### src/rtl/cie_pkg.sv
// ----------------------------------------------------------------------------
// cie_pkg: shared types and constants of the instruction execute unit
// Opcodes, operation classes, queue word layout, memory requests, results.
// ----------------------------------------------------------------------------
package cie_pkg;

   // Program, stack and memory sizes.
   localparam int PROG_LINES  = 1024;
   localparam int IP_W        = 10;
   localparam int RA_W        = IP_W + 1;
   localparam int STACK_DEPTH = 16;
   localparam int SP_AW       = 4;
   localparam int SP_CW       = SP_AW + 1;
   localparam int MEM_BYTES   = 65536;
   localparam int MEM_AW      = 16;
   localparam int ROW_W       = MEM_AW - 1;
   localparam int MEM_ROWS    = MEM_BYTES / 2;
   localparam int PLEN_W      = 11;

   // Architectural constants.
   localparam logic [15:0] SP_RESET = 16'hFFFE;
   localparam logic [15:0] SIGN_BIT = 16'h8000;

   // Register indexes.
   localparam logic [2:0] REG_AX = 3'd0;
   localparam logic [2:0] REG_CX = 3'd2;
   localparam logic [2:0] REG_DX = 3'd3;
   localparam logic [2:0] REG_SP = 3'd4;

   // Flag bit positions.
   localparam int FB_Z = 0;
   localparam int FB_C = 1;
   localparam int FB_S = 2;
   localparam int FB_O = 3;
   localparam int FB_D = 4;

   // Error codes.
   localparam logic [2:0] ERR_NONE  = 3'd0;
   localparam logic [2:0] ERR_DIV0  = 3'd1;
   localparam logic [2:0] ERR_LABEL = 3'd2;
   localparam logic [2:0] ERR_RET   = 3'd3;
   localparam logic [2:0] ERR_STACK = 3'd4;

   // Configuration register index.
   localparam logic REG_IDX_PLEN = 1'b0;

   typedef enum logic [4:0] {
      OP_MOV, OP_XCHG, OP_PUSH, OP_POP, OP_ADD, OP_SUB, OP_CMP, OP_INC,
      OP_DEC, OP_NEG, OP_MUL, OP_DIV, OP_LOAD, OP_STORE, OP_IN, OP_OUT,
      OP_POKE, OP_CLC, OP_STC, OP_CMC, OP_CLD, OP_STD, OP_NOP, OP_HLT,
      OP_JMP, OP_JE, OP_JNE, OP_JG, OP_JL, OP_CALL, OP_RET, OP_LOOP
   } mode_type;

   // Class chosen by the front end; it picks the back end's path.
   typedef enum logic [1:0] {
      CL_SIMPLE, CL_LOAD, CL_MUL, CL_DIV
   } class_type;

   typedef struct packed {
      mode_type    mode;
      logic [2:0]  dst_reg;
      logic [2:0]  src_reg;
      logic        src_is_imm;
      logic [15:0] imm;
      logic [9:0]  target;
      logic        target_found;
      logic [15:0] in_value;
      logic [7:0]  port;
      logic [15:0] poke_value;
      class_type   cls;
   } item_type;

   typedef struct packed {
      logic              rd;
      logic              wr_lo;
      logic              wr_hi;
      logic [MEM_AW-1:0] addr;
      logic [15:0]       wdata;
   } mem_req_type;

   typedef struct packed {
      logic [IP_W-1:0] next_ip;
      logic            halted;
      logic [2:0]      error;
      logic            out_valid;
      logic [7:0]      out_port;
      logic [15:0]     out_value;
      logic [4:0]      flags;
   } rsp_type;

   typedef enum logic [2:0] {
      ST_IDLE, ST_READ, ST_EXEC, ST_MEM, ST_MUL, ST_DIV, ST_FIN
   } exec_state_type;

   // Operation class of an opcode.
   function automatic class_type classify(input mode_type m);
      class_type c;
      case (m)
         OP_LOAD, OP_POP: c = CL_LOAD;
         OP_MUL:          c = CL_MUL;
         OP_DIV:          c = CL_DIV;
         default:         c = CL_SIMPLE;
      endcase
      return c;
   endfunction

endpackage

### src/rtl/cie_front.sv
// ----------------------------------------------------------------------------
// cie_front: instruction intake and queue
// Accepts instruction words, tags each with its class and holds two in a queue.
// ----------------------------------------------------------------------------
module cie_front (
   input  logic             clock,
   input  logic             reset,
   input  logic             req_tvalid,
   output logic             req_tready,
   // dst_reg, src_reg, src_is_imm, imm, target, target_found, in_value,
   // port, poke_value from bit 0 up; zero filled to 80 bits
   input  logic [79:0]      req_tdata,
   // mode
   input  logic [4:0]       req_tuser,
   input  logic             pop,
   output logic             head_valid,
   output cie_pkg::item_type head
);
   import cie_pkg::*;

   item_type   items_ff [2];
   logic       wr_ptr_ff, wr_ptr_in;
   logic       rd_ptr_ff, rd_ptr_in;
   logic [1:0] count_ff, count_in;
   item_type   word_in;
   logic       push;

   // Unpack the incoming word and classify it.
   always_comb begin
      word_in.mode         = mode_type'(req_tuser);
      word_in.dst_reg      = req_tdata[2:0];
      word_in.src_reg      = req_tdata[5:3];
      word_in.src_is_imm   = req_tdata[6];
      word_in.imm          = req_tdata[22:7];
      word_in.target       = req_tdata[32:23];
      word_in.target_found = req_tdata[33];
      word_in.in_value     = req_tdata[49:34];
      word_in.port         = req_tdata[57:50];
      word_in.poke_value   = req_tdata[73:58];
      word_in.cls          = classify(mode_type'(req_tuser));
   end

   assign req_tready = (count_ff != 2'd2);
   assign push       = req_tvalid && req_tready;
   assign head_valid = (count_ff != 2'd0);
   assign head       = items_ff[rd_ptr_ff];

   // Queue pointers and fill count.
   always_comb begin
      wr_ptr_in = push ? ~wr_ptr_ff : wr_ptr_ff;
      rd_ptr_in = pop ? ~rd_ptr_ff : rd_ptr_ff;
      count_in  = count_ff + {1'b0, push} - {1'b0, pop};
   end

   always_ff @(posedge clock) begin
      if (reset) begin
         wr_ptr_ff <= 1'b0;
         rd_ptr_ff <= 1'b0;
         count_ff  <= 2'd0;
      end else begin
         wr_ptr_ff <= wr_ptr_in;
         rd_ptr_ff <= rd_ptr_in;
         count_ff  <= count_in;
      end
   end

   // Queue storage.
   always_ff @(posedge clock) begin
      if (push) begin
         items_ff[wr_ptr_ff] <= word_in;
      end
   end

endmodule

### config.mk
export PLATFORM = sky130hd
export DESIGN_NAME = cie_front
export DESIGN_NICKNAME = d
export VERILOG_FILES = /design/src/rtl/cie_pkg.sv /design/src/rtl/cie_front.sv
export SDC_FILE = /design/constraint.sdc
export NUM_CORES = 1
export LEC_CHECK = 0
export BUFFER_PORTS_ARGS = -buffer_cell sky130_fd_sc_hd__buf_2
export CAP_MARGIN = 40
export CORE_ASPECT_RATIO = 2
export CORE_MARGIN = 1
export CORE_UTILIZATION = 45
export CTS_CLUSTER_DIAMETER = 30
export DETAILED_ROUTE_END_ITERATION = 8
export GPL_ROUTABILITY_DRIVEN = 1
export PLACE_DENSITY = 0.73
export REMOVE_ABC_BUFFERS = 1
export SYNTH_ARGS = -nofsm -noshare
export SYNTH_HDL_FRONTEND = slang
export SYNTH_SLANG_ARGS = --single-unit
### constraint.sdc
create_clock -name clock -period 2.81 [get_ports clock]
set_input_delay 0.562 -clock clock [delete_from_list [all_inputs] [get_ports clock]]
set_output_delay 0.562 -clock clock [all_outputs]
set_load 0.03 [all_outputs]
== After elaboration in Yosys (flattened, before gate mapping) ==
Memory sizes are Yosys's and may differ from the RTL's. A register that Yosys moved wholly into a read port is not among the register bits.
Index checks and enable logic that the tools add are counted.

* Flip-flop bits (word level): 4
* Bits in latches: 0
* Input port bits: 89
* ROM bits: 0
* Memory bits (writable): 162
* Word-level logic and storage cells: 21
* Memories kept: 1

* Add/sub/neg operators: 2
* Reductions and logical operators: 3
* Bitwise operators: 2
* $mul: 0
* $lt $le $gt $ge: 0
* Shift operators: 0
* Eq/ne operators: 5
* Mux-type cells: 5
* Div/mod/pow operators: 0

{| class="wikitable"
|+ Memories
! name !! depth !! width !! rd ports !! clocked after Yosys merged registers in !! wr ports !! line !! RTL
|-
| items_ff || 2 || 81 || 1 || 1 || 1 || cie_front.sv:21 || <nowiki>item_type items_ff [2];</nowiki>
|}

{| class="wikitable"
|+ Operators with widths
! cell !! count
|-
| 5-bit by 4-bit equality test with 1-bit output (second input constant) || 3
|-
| 2-bit case mux with 3 select lines || 1
|-
| 5-bit by 2-bit equality test with 1-bit output (second input constant) || 1
|-
| 1-bit two-way mux || 4
|-
| 2-bit by 1-bit adder with 2-bit output || 1
|-
| 2-bit != test (second input constant) || 1
|-
| 1-bit NOT || 2
|-
| 2-bit nonzero test || 1
|-
| 2-bit OR reduction || 1
|-
| 2-bit by 1-bit subtractor with 2-bit output || 1
|-
| 1-bit logical AND || 1
|}

== Depth between registers and ports, before layout ==
* Depth in word-level cells: 4
* Gate-level depth with buffers: 7
* Mapped depth without buffers: 7

== Worst setup path before layout ==
No wires, ideal clock.

* Kind: register to register
* Start point: register count_ff[0]
* End point: memory items_ff[1][0] (netlist bit), enable pin
* Cell stages (with the launch flop): 3
* Path slack: -0.350 ns
* Setup time: 0.449 ns
* Required time: 2.361 ns
* Path buffers: 0
* Data arrival time: 2.711 ns
* Cells stage by stage: dfxtp_1 -> nand2b_1 -> and3_1

* Word-level cells in the longest chain between the ends: 4

{| class="wikitable"
|+ RTL lines
! what !! line !! RTL
|-
| start: declaration || cie_front.sv:24 || <nowiki>logic [1:0] count_ff, count_in;</nowiki>
|-
| start signal: assignment || cie_front.sv:63 || <nowiki>count_ff <= count_in;</nowiki>
|-
| 2-bit != test || cie_front.sv:43 || <nowiki>assign req_tready = (count_ff != 2'd2);</nowiki>
|-
| named net req_tready || cie_front.sv:9 || <nowiki>output logic req_tready,</nowiki>
|-
| 1-bit logical AND || cie_front.sv:44 || <nowiki>assign push = req_tvalid && req_tready;</nowiki>
|-
| 1-bit two-way mux || cie_front.sv:69 || <nowiki>if (push) begin</nowiki>
|-
| 1-bit two-way mux (implied by the code) || cie_front.sv:70 || <nowiki>items_ff[wr_ptr_ff] <= word_in;</nowiki>
|-
| end: declaration || cie_front.sv:21 ||
|}

The timed path passes the listed nets, and every way through them passes these cells.

==> flow_results.org <==
** Floorplan
- Measured along the y axis, the die boundary spans 167 um.
- Chip Width :: 84.4 um
- For this configuration, the core starts out at a cell density of 0.465.
- The die covers 14,100 um2.
- Cell Rows :: 59
- 172 I/O pins were placed.
- Core region area :: 13,100 um2

** Placement
- At the placement stage, the worst setup path has a slack of 0.747 ns.
- Routability-driven placement finished with a final weighted congestion of 0.738.
- Total of buffers placed on input and output ports :: 165
- Summed over all nets, the half-perimeter wirelength after detailed placement is 7470 um.
- Placed Cells :: 599

** Timing
- The worst pin sits at a relative slew slack of 0.666.
- Min setup slack post-route :: 0.363 ns
- RSZ-0062 raised after global routing :: no
- Final critical-path required period :: 2.45 ns
- Final Max Slew Viols :: 0
- Clock Skews :: 0.00827 ns
- Fmax :: 409 MHz
- The hold violation total from the final report was 0.
- In the finished design, the share of the clock period the worst path needs comes to 0.871.
- Setup violations remaining at the end of the flow were counted as 0.
- Worst-margin pin slew :: 0.500 ns
- Setup_tns :: 0 ns
- Fin Hold WS :: 0.341 ns

** Synth
- Post-synth top area cell :: sky130_fd_sc_hd__edfxtp_1
- Post-synth design cell area :: 6110 um2
- Top cells by area in the synthesized netlist :: sky130_fd_sc_hd__edfxtp_1, sky130_fd_sc_hd__mux2_2, sky130_fd_sc_hd__mux2_1, sky130_fd_sc_hd__dfxtp_1, sky130_fd_sc_hd__buf_2
- Most numerous cell types in the synthesized netlist :: sky130_fd_sc_hd__edfxtp_1, sky130_fd_sc_hd__mux2_2, sky130_fd_sc_hd__mux2_1
- Of the total synthesized cell area, the portion taken by AND, OR, NAND and NOR gates is 0.0172.
- During synthesis, Yosys emitted a total of 0 warnings.
- Number of enable-type register cells in the synthesized netlist :: 162
- Most frequently used cell type in the post-synthesis netlist :: sky130_fd_sc_hd__edfxtp_1
- Multiplexer fraction of the synthesized cell area :: 0.149
- Of all flip-flops after synthesis, the portion carrying an async set or reset was 0.
- Parity-gate share of the synthesized area counting xor and xnor cells :: 0.00287
- Of the synthesized area, sequential elements account for 0.813.
- Synth Area in Adders :: 0.00205
- For this run, the leading register cell type out of synthesis is sky130_fd_sc_hd__edfxtp_1.
- Counting distinct cell types in the post-synthesis netlist gives 24.
- The share of synthesized area in the top cell type comes to 0.796.
- Averaged over all synthesized cells, the footprint is 21.4 um2.
- Post-Syn Instances :: 286
- The share of the synthesized area in compound gates (AO/OA/AOI/OAI) was 0.00594.
- After synthesis the netlist holds a flip-flop and latch count of 167.
- By area, the combinational part of the netlist is dominated by multiplexers.

** Critical path
- For this run, the slowest stage of the critical path takes 0.62 ns.
- Data arrives at the worst endpoint at 1.88 ns.
- WP data required :: 2.25 ns
- Nature of the critical path endpoint :: output pin
- Start-to-end type of the worst setup path :: reg2out
- STA classifies the critical path startpoint as a flop.
- In this run the critical register-to-register path is captured at items_ff[1][11].
- Critical-path maximum fanout :: 38
- Worst Reg2Reg Path Length in Cells :: 3
- Critical Path Stages :: 3
- Largest delay share family, worst path :: flip-flops
- FF-to-FF setup slack :: 0.96 ns
- Walking the worst path, the cells encountered are buf_12 > mux2_2 > buf_2.
- Total buffers and inverters traversed by the critical path :: 2
- The worst register-to-register path begins at count_ff[0].
- The slowest stage of the critical path belongs to the cell sky130_fd_sc_hd__dfxtp_4.

** Drt
- DRC violation count after routing :: 18
- Number of DRC markers after the initial detailed-route iteration :: 131
- The detail route stage leaves a number of antenna-violating nets equal to 0.
- The first TritonRoute pass finished after 7 iterations.
- WL final :: 11,000 um
- Drt via density :: 5.09
- In the final routed layout, each cell accounts on average for 17.4 um.
- Number of vias in the routed layout :: 3,226

** Power and ir drop
- Of the total power, combinational logic draws 0.155.
- Of the total power, the share spent switching nets is 0.259.
- Reported net switching power :: 1.62 mW
- Clock network fraction of design power :: 0.358
- Summed over all cells, the static leakage comes to 2.90 nW.
- The design draws 6.25 mW.
- Power spread over the standard cell area amounts to 805 nW/um2.
- Sequential power share :: 0.487
- Internal power comes to 4.63 mW.
- Peak supply drop :: 458 uV

** Min path
- Hold Path Origin :: req_tdata[55]
- End point of the most critical hold path :: items_ff[1][23]
- Worst min path class :: in2reg
- Hold Crit Depth :: 1

** GRT
- Summed over all layers, the global routing overflow is 0.
- The number of antenna violations at the first check in global routing is 4.
- Across every metal layer, demand over resource in global routing totals 0.162.
- Wire length of the first global-routing pass :: 16,800 um
- Maximum number of pins on one net before global-route repair :: 49
- The number of global-route vias before repair came to 3,435.

** Clock network
- The clock net in this run drives a total of 167 sinks.
- Clock tree root driver cell :: sky130_fd_sc_hd__clkbuf_16
- Buffer depth of the longest clock path :: 2
- Hold Buf Count CTS :: 0
- Number of CTS-inserted buffers :: 17
- The later pin in the worst-skew pair is clocked with a latency of 0.40 ns.
- The number of gates resized after CTS was 0.
- After clock tree synthesis, the setup repair step added 0 buffers.
- Clock Pin Slew Worst Setup and Hold Paths :: 0.06 ns
- Clock tree from TritonCTS :: built
- In this run the number of H-tree levels came out at 4.

** Cells and area
- In the final layout, the share of cells above drive strength 1 is 0.537.
- Leaving out filler cells and counting taps, the final layout contains 634.
- Count of nets after finishing :: 556
- The filler cells instantiated in the layout total 1,024.
- From synthesis to final layout, the design area changed by 27.1%.

** Flow run
- Number of maximum-capacitance violations :: 0

** Outcome
- The run finished, with violations left.
- Violations in the final reports :: design-rule violations
[cell type report]
| class | count | area (um2) | share of cell area |
|---|---|---|---|
| inverter | 4 | 16.3 | 0.00210 |
| clock inverter | 13 | 145 | 0.0187 |
| clock buffer | 19 | 433 | 0.0558 |
| sequential | 167 | 4970 | 0.640 |
| timing repair buffer | 170 | 913 | 0.118 |
| multi-input combinational | 106 | 1090 | 0.140 |
| antenna | 3 | 7.51 | 0.000967 |
| tap | 152 | 190 | 0.0245 |
[cell usage in the layout, fill, tap and decap left out, types with 2 or more instances in the layout]
master / synthesis / routed
sky130_fd_sc_hd__clkbuf_16: 0 / 17
sky130_fd_sc_hd__bufinv_16: 0 / 2
sky130_fd_sc_hd__buf_2: 9 / 165
sky130_fd_sc_hd__nand4_1: 2 / 2
sky130_fd_sc_hd__mux2_2: 54 / 54
sky130_fd_sc_hd__buf_12: 0 / 4
sky130_fd_sc_hd__edfxtp_1: 162 / 162
sky130_fd_sc_hd__xnor2_1: 2 / 2
sky130_fd_sc_hd__mux2_1: 27 / 27
sky130_fd_sc_hd__diode_2: 0 / 3
sky130_fd_sc_hd__dfxtp_1: 5 / 4
sky130_fd_sc_hd__a21oi_1: 2 / 2
sky130_fd_sc_hd__clkinvlp_4: 0 / 4
sky130_fd_sc_hd__nand3b_1: 2 / 2
sky130_fd_sc_hd__inv_6: 0 / 3
sky130_fd_sc_hd__nor2_1: 4 / 4
sky130_fd_sc_hd__inv_1: 4 / 3
sky130_fd_sc_hd__clkbuf_1: 0 / 2
sky130_fd_sc_hd__clkinv_2: 0 / 2
[sequential cells by signal, summed over array words and instances, names as in the netlist, named ones only]
name / count
items_ff: 162
rd_ptr_ff: 1
count_ff: 2
wr_ptr_ff: 1
[power by group through the flow]
| stage | clock (mW) | combinational (mW) | sequential, mW |
|---|---|---|---|
| after floorplan | 0 | 0.638 | 3.11 |
| after global placement | 0 | 0.967 | 3.08 |
| after detailed placement | 0 | 0.986 | 3.10 |
| after CTS | 2.28 | 0.990 | 3.05 |
| after global routing | 2.39 | 1.03 | 3.06 |
| final | 2.23 | 0.971 | 3.04 |
[routing by layer]
layer,up-vias,share of wire,global-route usage
li1,1499,-,-
met3,33,0.049,0.0456
met4,2,0.049,0.108
met1,1587,0.34,0.147
met2,105,0.56,0.301
met5,-,0.00091,0
[stage by stage]
step	instance area (um2)	utilization
floorplan	6060	-
global placement	7180	0.546
detailed placement	7180	0.546
CTS	7750	0.590
global route	7760	0.591
finish	7760	0.591
[kinds of logic after synthesis]
family	count (synthesis)
buffers and inverters	13
AO/OA/AOI/OAI	5
XOR/XNOR	2
flip-flops	167
multiplexers	81
adder cells (fa/ha/maj)	1
AND/OR/NAND/NOR	17
[how the worst max path moves through the flow]
stage,startpoint,endpoint,slack (ns)
after floorplan,flop,head[11],-0.37
after global placement,flop,head[22],0.77
final,flop,head[22],0.36
after global routing,flop,head[72],0.26
after CTS,flop,head[22],0.30
after detailed placement,flop,head[22],0.75
No activity file was read; power rests on OpenSTA's default activity.
